File: src/sv/ebcaf_pkg.sv
// Package with word types and operation codes for the 8-bit CPU flag ALU.
package ebcaf_pkg;

    typedef enum logic [4:0] {
        OP_ADD   = 5'd0,
        OP_ADC   = 5'd1,
        OP_SUB   = 5'd2,
        OP_SBC   = 5'd3,
        OP_CP    = 5'd4,
        OP_AND   = 5'd5,
        OP_OR    = 5'd6,
        OP_XOR   = 5'd7,
        OP_INC   = 5'd8,
        OP_DEC   = 5'd9,
        OP_DAA   = 5'd10,
        OP_CPL   = 5'd11,
        OP_RLCA  = 5'd12,
        OP_RRCA  = 5'd13,
        OP_RLA   = 5'd14,
        OP_RRA   = 5'd15,
        OP_RLC   = 5'd16,
        OP_RRC   = 5'd17,
        OP_RL    = 5'd18,
        OP_RR    = 5'd19,
        OP_SLA   = 5'd20,
        OP_SRA   = 5'd21,
        OP_SRL   = 5'd22,
        OP_SWAP  = 5'd23,
        OP_BIT   = 5'd24,
        OP_RES   = 5'd25,
        OP_SET   = 5'd26,
        OP_ADD16 = 5'd27
    } op_t;

    localparam logic [7:0] DAA_HI_ADJ   = 8'h60;
    localparam logic [7:0] DAA_LO_ADJ   = 8'h06;
    localparam logic [7:0] DAA_HI_LIMIT = 8'h99;
    localparam logic [3:0] DAA_LO_LIMIT = 4'h9;

    typedef struct packed {
        logic [4:0]  opcode;
        logic [15:0] operand_a;
        logic [15:0] operand_b;
        logic [2:0]  bit_index;
        logic        zero_in;
        logic        subtract_in;
        logic        half_carry_in;
        logic        carry_in;
    } in_word_t;

    typedef struct packed {
        logic [15:0] result;
        logic        writes_result;
        logic        zero_out;
        logic        subtract_out;
        logic        half_carry_out;
        logic        carry_out;
    } out_word_t;

endpackage

File: src/sv/eight_bit_cpu_alu_with_flags_top.sv
// Top level of the 8-bit CPU flag ALU: input register, ALU logic, output register.
// An accepted word is held in the input register; its ALU result is registered for m_.
// Throughput: one word per cycle while the output is not stalled; each stage is
// a single register with short ALU logic between, so words stream without bubbles.
// A stalled output holds its word; the input register still takes a word when empty.
// Reset (aresetn low, synchronous) clears both stage valid bits; payload is not reset.
module eight_bit_cpu_alu_with_flags_top
    import ebcaf_pkg::*;
(
    input  logic      aclk,
    input  logic      aresetn,
    input  logic      s_valid,
    output logic      s_ready,
    input  in_word_t  s_data,
    output logic      m_valid,
    input  logic      m_ready,
    output out_word_t m_data
);

    // Pipeline registers
    logic      s1_valid_reg, s1_valid_next;
    in_word_t  s1_word_reg, s1_word_next;
    logic      m_valid_reg, m_valid_next;
    out_word_t m_word_reg, m_word_next;

    logic      out_adv;   // output register can load this cycle
    logic      in_take;   // input word accepted
    out_word_t alu_word;  // ALU result for the word in the input register

    // Advance the output register when it is empty or being drained.
    assign out_adv = !m_valid_reg || m_ready;
    // Take a new word when the input register is empty or moves forward now.
    assign s_ready = !s1_valid_reg || out_adv;
    assign in_take = s_valid && s_ready;

    assign m_valid = m_valid_reg;
    assign m_data  = m_word_reg;

    // ALU datapath, working on the input register
    logic [7:0]  a8, b8;
    logic        ci;
    logic [8:0]  sum9;
    logic [4:0]  nib5;
    logic [7:0]  daa_val;
    logic        daa_carry;
    logic [16:0] sum17;
    logic [12:0] sum13;
    logic [7:0]  bit_mask;
    logic [7:0]  r8;

    always_comb begin
        a8       = s1_word_reg.operand_a[7:0];
        b8       = s1_word_reg.operand_b[7:0];
        bit_mask = 8'b1 << s1_word_reg.bit_index;
        sum9     = '0;
        nib5     = '0;
        ci       = 1'b0;
        daa_val  = a8;
        daa_carry = s1_word_reg.carry_in;
        sum17    = {1'b0, s1_word_reg.operand_a} + {1'b0, s1_word_reg.operand_b};
        sum13    = {1'b0, s1_word_reg.operand_a[11:0]} + {1'b0, s1_word_reg.operand_b[11:0]};
        r8       = '0;

        // Default: pass flags, write back a zero result
        alu_word.result         = '0;
        alu_word.writes_result  = 1'b1;
        alu_word.zero_out       = s1_word_reg.zero_in;
        alu_word.subtract_out   = s1_word_reg.subtract_in;
        alu_word.half_carry_out = s1_word_reg.half_carry_in;
        alu_word.carry_out      = s1_word_reg.carry_in;

        unique case (op_t'(s1_word_reg.opcode))
            OP_ADD, OP_ADC: begin
                ci   = (op_t'(s1_word_reg.opcode) == OP_ADC) ? s1_word_reg.carry_in : 1'b0;
                sum9 = {1'b0, a8} + {1'b0, b8} + {8'b0, ci};
                nib5 = {1'b0, a8[3:0]} + {1'b0, b8[3:0]} + {4'b0, ci};
                r8   = sum9[7:0];
                alu_word.result         = {8'b0, r8};
                alu_word.zero_out       = (r8 == 8'b0);
                alu_word.subtract_out   = 1'b0;
                alu_word.half_carry_out = nib5[4];
                alu_word.carry_out      = sum9[8];
            end
            OP_SUB, OP_SBC, OP_CP: begin
                ci   = (op_t'(s1_word_reg.opcode) == OP_SBC) ? s1_word_reg.carry_in : 1'b0;
                // Borrow shows up as the sign bit of the widened difference
                sum9 = {1'b0, a8} - {1'b0, b8} - {8'b0, ci};
                nib5 = {1'b0, a8[3:0]} - {1'b0, b8[3:0]} - {4'b0, ci};
                r8   = sum9[7:0];
                alu_word.zero_out       = (r8 == 8'b0);
                alu_word.subtract_out   = 1'b1;
                alu_word.half_carry_out = nib5[4];
                alu_word.carry_out      = sum9[8];
                if (op_t'(s1_word_reg.opcode) == OP_CP) begin
                    alu_word.writes_result = 1'b0;
                end else begin
                    alu_word.result = {8'b0, r8};
                end
            end
            OP_AND: begin
                r8 = a8 & b8;
                alu_word.result         = {8'b0, r8};
                alu_word.zero_out       = (r8 == 8'b0);
                alu_word.subtract_out   = 1'b0;
                alu_word.half_carry_out = 1'b1;
                alu_word.carry_out      = 1'b0;
            end
            OP_OR, OP_XOR: begin
                r8 = (op_t'(s1_word_reg.opcode) == OP_OR) ? (a8 | b8) : (a8 ^ b8);
                alu_word.result         = {8'b0, r8};
                alu_word.zero_out       = (r8 == 8'b0);
                alu_word.subtract_out   = 1'b0;
                alu_word.half_carry_out = 1'b0;
                alu_word.carry_out      = 1'b0;
            end
            OP_INC: begin
                r8 = b8 + 8'd1;
                alu_word.result         = {8'b0, r8};
                alu_word.zero_out       = (r8 == 8'b0);
                alu_word.subtract_out   = 1'b0;
                alu_word.half_carry_out = (b8[3:0] == 4'hF);
            end
            OP_DEC: begin
                r8 = b8 - 8'd1;
                alu_word.result         = {8'b0, r8};
                alu_word.zero_out       = (r8 == 8'b0);
                alu_word.subtract_out   = 1'b1;
                alu_word.half_carry_out = (b8[3:0] == 4'h0);
            end
            OP_DAA: begin
                if (!s1_word_reg.subtract_in) begin
                    if (s1_word_reg.carry_in || (a8 > DAA_HI_LIMIT)) begin
                        daa_val   = daa_val + DAA_HI_ADJ;
                        daa_carry = 1'b1;
                    end
                    if (s1_word_reg.half_carry_in || (a8[3:0] > DAA_LO_LIMIT)) begin
                        daa_val = daa_val + DAA_LO_ADJ;
                    end
                end else begin
                    if (s1_word_reg.carry_in) begin
                        daa_val = daa_val - DAA_HI_ADJ;
                    end
                    if (s1_word_reg.half_carry_in) begin
                        daa_val = daa_val - DAA_LO_ADJ;
                    end
                end
                alu_word.result         = {8'b0, daa_val};
                alu_word.zero_out       = (daa_val == 8'b0);
                alu_word.half_carry_out = 1'b0;
                alu_word.carry_out      = daa_carry;
            end
            OP_CPL: begin
                alu_word.result         = {8'b0, ~a8};
                alu_word.subtract_out   = 1'b1;
                alu_word.half_carry_out = 1'b1;
            end
            // Accumulator rotates always clear zero
            OP_RLCA: begin
                alu_word.result         = {8'b0, a8[6:0], a8[7]};
                alu_word.zero_out       = 1'b0;
                alu_word.subtract_out   = 1'b0;
                alu_word.half_carry_out = 1'b0;
                alu_word.carry_out      = a8[7];
            end
            OP_RRCA: begin
                alu_word.result         = {8'b0, a8[0], a8[7:1]};
                alu_word.zero_out       = 1'b0;
                alu_word.subtract_out   = 1'b0;
                alu_word.half_carry_out = 1'b0;
                alu_word.carry_out      = a8[0];
            end
            OP_RLA: begin
                alu_word.result         = {8'b0, a8[6:0], s1_word_reg.carry_in};
                alu_word.zero_out       = 1'b0;
                alu_word.subtract_out   = 1'b0;
                alu_word.half_carry_out = 1'b0;
                alu_word.carry_out      = a8[7];
            end
            OP_RRA: begin
                alu_word.result         = {8'b0, s1_word_reg.carry_in, a8[7:1]};
                alu_word.zero_out       = 1'b0;
                alu_word.subtract_out   = 1'b0;
                alu_word.half_carry_out = 1'b0;
                alu_word.carry_out      = a8[0];
            end
            // Prefixed rotates, shifts and swap act on operand b
            OP_RLC, OP_RRC, OP_RL, OP_RR, OP_SLA, OP_SRA, OP_SRL, OP_SWAP: begin
                unique case (op_t'(s1_word_reg.opcode))
                    OP_RLC: begin
                        r8 = {b8[6:0], b8[7]};
                        alu_word.carry_out = b8[7];
                    end
                    OP_RRC: begin
                        r8 = {b8[0], b8[7:1]};
                        alu_word.carry_out = b8[0];
                    end
                    OP_RL: begin
                        r8 = {b8[6:0], s1_word_reg.carry_in};
                        alu_word.carry_out = b8[7];
                    end
                    OP_RR: begin
                        r8 = {s1_word_reg.carry_in, b8[7:1]};
                        alu_word.carry_out = b8[0];
                    end
                    OP_SLA: begin
                        r8 = {b8[6:0], 1'b0};
                        alu_word.carry_out = b8[7];
                    end
                    OP_SRA: begin
                        r8 = {b8[7], b8[7:1]};
                        alu_word.carry_out = b8[0];
                    end
                    OP_SRL: begin
                        r8 = {1'b0, b8[7:1]};
                        alu_word.carry_out = b8[0];
                    end
                    default: begin
                        r8 = {b8[3:0], b8[7:4]};
                        alu_word.carry_out = 1'b0;
                    end
                endcase
                alu_word.result         = {8'b0, r8};
                alu_word.zero_out       = (r8 == 8'b0);
                alu_word.subtract_out   = 1'b0;
                alu_word.half_carry_out = 1'b0;
            end
            OP_BIT: begin
                alu_word.writes_result  = 1'b0;
                alu_word.zero_out       = !b8[s1_word_reg.bit_index];
                alu_word.subtract_out   = 1'b0;
                alu_word.half_carry_out = 1'b1;
            end
            OP_RES: begin
                alu_word.result = {8'b0, b8 & ~bit_mask};
            end
            OP_SET: begin
                alu_word.result = {8'b0, b8 | bit_mask};
            end
            OP_ADD16: begin
                alu_word.result         = sum17[15:0];
                alu_word.subtract_out   = 1'b0;
                alu_word.half_carry_out = sum13[12];
                alu_word.carry_out      = sum17[16];
            end
            default: begin
                // Unused codes: no write, flags pass through
                alu_word.writes_result = 1'b0;
            end
        endcase
    end

    // Stage control: load on accept, hold when the output stalls, drop when drained.
    always_comb begin
        s1_valid_next = s1_valid_reg;
        s1_word_next  = s1_word_reg;
        m_valid_next  = m_valid_reg;
        m_word_next   = m_word_reg;
        if (out_adv) begin
            m_valid_next = s1_valid_reg;
            m_word_next  = alu_word;
            s1_valid_next = 1'b0;
        end
        if (in_take) begin
            s1_valid_next = 1'b1;
            s1_word_next  = s_data;
        end
    end

    always_ff @(posedge aclk) begin
        if (!aresetn) begin
            s1_valid_reg <= 1'b0;
            m_valid_reg  <= 1'b0;
        end else begin
            s1_valid_reg <= s1_valid_next;
            m_valid_reg  <= m_valid_next;
        end
        s1_word_reg <= s1_word_next;
        m_word_reg  <= m_word_next;
    end

    // Input side stalls only when both stages are full and the output is held.
    a_stall_cause: assert property (@(posedge aclk) disable iff (!aresetn)
        !s_ready |-> (s1_valid_reg && m_valid_reg && !m_ready))
        else $error("input stalled without a full, held pipeline");

    // An accepted word always lands in the input register.
    a_take_lands: assert property (@(posedge aclk) disable iff (!aresetn)
        (s_valid && s_ready) |=> s1_valid_reg)
        else $error("accepted word lost");

    // A word blocked in the input register keeps its payload.
    a_s1_hold: assert property (@(posedge aclk) disable iff (!aresetn)
        (s1_valid_reg && !out_adv) |=> (s1_valid_reg && $stable(s1_word_reg)))
        else $error("input register changed while blocked");

    // Compare never writes back and shows a zero result.
    a_cp_nowrite: assert property (@(posedge aclk) disable iff (!aresetn)
        (out_adv && s1_valid_reg && (s1_word_reg.opcode == OP_CP))
        |=> (m_valid_reg && !m_word_reg.writes_result && (m_word_reg.result == 16'h0)))
        else $error("compare result written back");

endmodule

File: config.mk
export PLATFORM = sky130hd
export DESIGN_NAME = eight_bit_cpu_alu_with_flags_top
export DESIGN_NICKNAME = d
export VERILOG_FILES = /design/src/sv/ebcaf_pkg.sv /design/src/sv/eight_bit_cpu_alu_with_flags_top.sv
export SDC_FILE = /design/constraint.sdc
export NUM_CORES = 1
export LEC_CHECK = 0
export BUFFER_PORTS_ARGS = -buffer_cell sky130_fd_sc_hd__buf_2
export CAP_MARGIN = 30
export CORE_ASPECT_RATIO = 0.6
export CORE_MARGIN = 4
export CORE_UTILIZATION = 30
export DETAILED_ROUTE_END_ITERATION = 16
export SYNTH_ARGS = -nofsm -noshare
export SYNTH_HDL_FRONTEND = slang
export SYNTH_SLANG_ARGS = --single-unit
File: constraint.sdc
create_clock -name aclk -period 7.2 [get_ports aclk]
set_input_delay 0.72 -clock aclk [delete_from_list [all_inputs] [get_ports aclk]]
set_output_delay 0.72 -clock aclk [all_outputs]
set_load 0.05 [all_outputs]
Word level (Yosys, flattened, before mapping) --
Cells that the tools add are included.
Word-level totals: bits in registers 67, input bits 48, output and inout bits 23, logic and storage cells 135
Cells by class: $add $sub $neg 16, $lt $le $gt $ge 3, equal/unequal tests 28, shift operators 1, mux-type cells 30, bitwise gates (word level) 7, reductions and logical operators 34
Operators with widths (number):
- case mux 16 bit (16 select lines) | 1
- two-way mux 8 bit | 13
- zero test 8 bit | 8
- equality test 5 bit (second input constant) | 12
- case mux 8 bit (7 select lines) | 1
- equality test 5 x 4 -> 1 bit (second input constant) | 8
- OR reduction 24 bit | 1
- equality test 5 x 3 -> 1 bit (second input constant) | 4
- OR reduction 20 bit | 1
- adder 16 x 16 -> 17 bit | 1
- AND 8 bit | 2
- NOT 8 bit | 2
- OR 8 bit | 2
- OR reduction 15 bit | 1
- adder 12 x 12 -> 13 bit | 1
- OR reduction 3 bit | 4
- equality test 5 x 2 -> 1 bit (second input constant) | 2
- case mux 1 bit (10 select lines) | 1
- adder 8 x 8 -> 9 bit | 1
- adder 9 x 1 -> 9 bit | 1
- subtractor 8 x 8 -> 9 bit | 1
- subtractor 9 x 1 -> 9 bit | 1
- adder 8 x 1 -> 8 bit (second input constant) | 1
- adder 8 x 3 -> 8 bit (second input constant) | 1
- 30 further kinds | 48

Logic depth before layout (Yosys ltp) --
depth in word-level cells 11, gate-level depth with buffers 16

Worst setup path after synthesis --
OpenSTA, ideal clock, no wires.
path kind register -> register, start point register s1_word_reg[39] (netlist name), end point register m_word_reg, in the netlist m_data[11] (data pin), arrival time 3.200 ns, path slack 3.734 ns, cell stages (with the launch flop) 12, clock period less this slack 3.466 ns, cells stage by stage edfxtp_1 -> buf_2 -> buf_1 -> buf_1 -> nand4_1 -> fa_1 -> fa_1 -> o21a_1 -> o221a_2 -> xor2_1 -> a22o_1 -> or3_1
RTL lines:
- start: declaration | RTL line eight_bit_cpu_alu_with_flags_top.sv:22 | in_word_t s1_word_reg, s1_word_next;
- start signal: assignment | RTL line eight_bit_cpu_alu_with_flags_top.sv:277 | s1_word_reg <= s1_word_next;
- end signal: assignment | RTL line eight_bit_cpu_alu_with_flags_top.sv:278 | m_word_reg <= m_word_next;
- end: declaration | RTL line eight_bit_cpu_alu_with_flags_top.sv:24 | out_word_t m_word_reg, m_word_next;

==> reports/results.txt <==
clock sinks: 67
Clock Root Buffer: clkbuf_16
Req. time, crit path: 7.30 ns
capture instance of the worst register-to-register path: m_data[11]
count of unresolved DRC violations after routing: 0
Fill cells: 2181
worst slack, placed: 3.31 ns
number of hold buffers added after CTS: 0
number of buffers created by CTS: 9
largest clock skew in the final design: 0.00646 ns
transition time at the pin with the least slew margin: 0.988 ns
highest-count cells in the layout ignoring fill and taps: buf_2 (70), nor2_1 (66), edfxtp_1 (65), nand2_1 (51), ha_1 (47)
Cell Count Post-Placement: 1044
Maximum Capacitance Violations: 0
global-route wire length before repair: 36500 microns
number of routed nets with antenna violations: 0
data arrival time of the critical path: 4.09 ns
total wire length: 24100 microns
Slowest cell on crit path: edfxtp_1
startpoint class of the critical path: register
area of the core region: 21100 sq um
post-route design area: 7280 sq um
internal portion of total power: 839 uW
outcome: completed
number of cells on the worst reg-to-reg path: 13
pin count of the biggest net entering global routing: 49
total global routing track utilization: 20.0%
Final #Nets: 876
number of primary I/O pins: 71
category of the most critical setup path: reg2reg
Area contributors post-synth: edfxtp_1 (30%), ha_1 (9.1%), nor2_1 (3.8%), xnor2_1 (3.4%), nand2_1 (3.0%)
die boundary width: 198 microns
maximum level of the CTS H-tree: 3
Worst setup EP type: register
Sw Share: 36.4%
area fraction of the dominant cell type after synthesis: 30.2%
clock share of power: 30.7%
diode insertion count for antenna repair: 0
insertion delay of the later-clocked pin in the worst-skew pair: 0.35 ns
minimum setup slack in the final design: 3.21 ns
starting utilization of the core area: 30.7%
growth of design area from synthesis to finish: 12.6%
maximum resistive drop on vdd: 0.111 mV
most common library cell in the layout ignoring fill and taps: buf_2
Longest Clk Path Bufs: 2
library cell with the largest summed area after synthesis: edfxtp_1
static leakage power: 2.82 nW
Synthesis Warnings: 0
CTS tree: done
post-detailed-placement cell area: 7010 sq um
RSZ-0062 raised after global routing: no
average footprint of a synthesized cell: 8.71 sq um
count of instances resized after the clock tree is built: 0
main flop type after synthesis: edfxtp_1
class of the most critical hold timing path: reg2reg
Die Span Y: 122 microns
average detailed-routed wire length per instance: 22.8 microns
most prevalent standard cell on the critical path: fa_1
number of buffers inserted to repair setup after CTS: 0
number of buffer cells added on primary ports: 70
number of enable-type register cells in the synthesized netlist: 65
number of cells produced by synthesis: 742
worst max-slew margin expressed relative to the limit: 33.5%
syn_nets: 842
worst-path fanout max: 27
via count of the first global-routing pass: 5877
Fin. Hold Viols: 0
Routability Congestion: 0.983
first-iteration detailed-routing DRC count: 939
highest cell delay on the worst timing path: 0.86 ns
Pins Over Slew Limit: 0
library cells used by synthesis: 77
flip-flop and latch count after synthesis: 67
final setup fails: 0
areal power density over the cells: 181 nW/um^2
async set-reset flop share out of synthesis: 0%
Setup TNS Final: 0 ns
row count: 41
sequential area share after synthesis: 30.8%
maximum achievable frequency: 250 MHz
r2r startpoint: s1_word_reg[42]
register-to-register setup slack: 3.21 ns
post-layout min period: 3.99 ns
initial antenna violation count: 1
net switching power figure: 481 uW
estimated wirelength of the detail-placed design: 18400 microns
Sequential Power Share: 37.9%
crit path from: s1_word_reg[42]
Pre-Repair DR Iteration Count: 6
vias per std cell: 5.93
fraction of layout cells with a size suffix above 1: 14.7%
total standard cell area after synthesis: 6470 sq um
final cell count without fillers: 1060
flip-flop count of the largest register after layout: 28
period utilisation layout: 55.5%
floorplan die area: 24000 sq um
Total Power: 1.32 mW
clock transition time at the flip-flop clock pins of the worst setup and hold paths: 0.06 ns
worst path cell trace: or2_1 > nor2_1 > and3_1 > fa_1 > inv_1 > fa_1 > nor2b_1 > o31a_1 > o21ai_0 > nand2b_1 > a221o_1 > a22o_1 > or3_1
combinational cell fraction of total power: 31.5%
end point of the critical path: m_data[11]
vias after detailed routing: 6288
total congestion overflow after global routing: 0
==> logic make-up (layout without fill, tap and decap cells) <==
group	count (synthesis)	after routing	share of synthesized area, %
XOR/XNOR	38	38	5.15
AND/OR/NAND/NOR	259	259	20.7
flip-flops	67	67	30.8
AO/OA/AOI/OAI	218	218	23.5
multiplexers	18	18	3.41
adder cells (fa/ha/maj)	52	52	10.6
buffers and inverters	90	129	5.79
==> cell type report <==
| type | instances | area, sq um | area share, % |
|---|---|---|---|
| clock inverter | 6 | 41.3 | 0.567 |
| tap | 279 | 349 | 4.80 |
| timing repair buffer | 81 | 445 | 6.12 |
| sequential | 67 | 1990 | 27.4 |
| inverter | 32 | 120 | 1.65 |
| clock buffer | 10 | 229 | 3.15 |
| multi-input combinational | 585 | 4100 | 56.4 |
==> worst min path at each step <==
| stage | slack, ns | startpoint | cells after the start | endpoint |
|---|---|---|---|---|
| 2_1_floorplan | 0.46 | s1_valid_reg | 1 | m_valid |
| 3_3_place_gp | 0.50 | s1_valid_reg | 1 | m_valid |
| 3_5_place_dp | 0.49 | s1_valid_reg | 1 | m_valid |
| 4_1_cts | 0.51 | s1_valid_reg | 1 | m_valid |
| 5_1_grt | 0.53 | s_data[19] | 1 | s1_word_reg[19] |
| 6_report | 0.51 | s1_valid_reg | 1 | m_valid |
==> synth_stat cells, types with 11 or more instances <==
cell	n
inv_1	32
xor2_1	13
nand3_1	18
xnor2_1	25
a211oi_1	12
o22ai_1	24
clkbuf_1	33
o21ai_0	38
nand2b_1	11
nor4_1	11
nor2b_1	12
buf_2	17
nor3_1	27
edfxtp_1	65
mux2i_1	13
a21oi_1	38
nand2_1	51
a31oi_1	12
ha_1	47
nand4_1	12
nor2_1	66
a21o_1	11
==> power by group through the flow <==
stage | sequential [mW] | clock, mW | combinational (mW)
global placement | 0.506 | 0 | 0.403
global route | 0.503 | 0.441 | 0.446
CTS | 0.499 | 0.424 | 0.405
floorplan | 0.533 | 0 | 0.256
finish | 0.500 | 0.405 | 0.415
detailed placement | 0.506 | 0 | 0.403
==> worst max-delay path, delay by kind of cell, from the launching register on <==
family / cells / cell delay [ns]
and+or+nand+nor: 6 / 1.23
buffers and inverters: 1 / 0.08
DFF: 1 / 0.86
AOI/OAI and AO/OA: 4 / 0.94
adders and majority gates: 2 / 0.63
==> stage by stage <==
stage	util, %	hold slack (ns)
final	34.5	0.512
after global routing	34.5	0.525
after CTS	34.5	0.510
after detailed placement	33.2	0.490
after global placement	33.1	0.497
after floorplan	-	0.463
==> layer usage <==
metal  up-vias  track usage [%]  wire length, microns
met5         -                0                     9
met4         2             4.34                   298
met3        29             10.0                  3500
met2       374             24.7                  8790
met1      3006             30.4                 11500
li1       2877                -                     -
No activity file was read; power rests on OpenSTA's default activity.
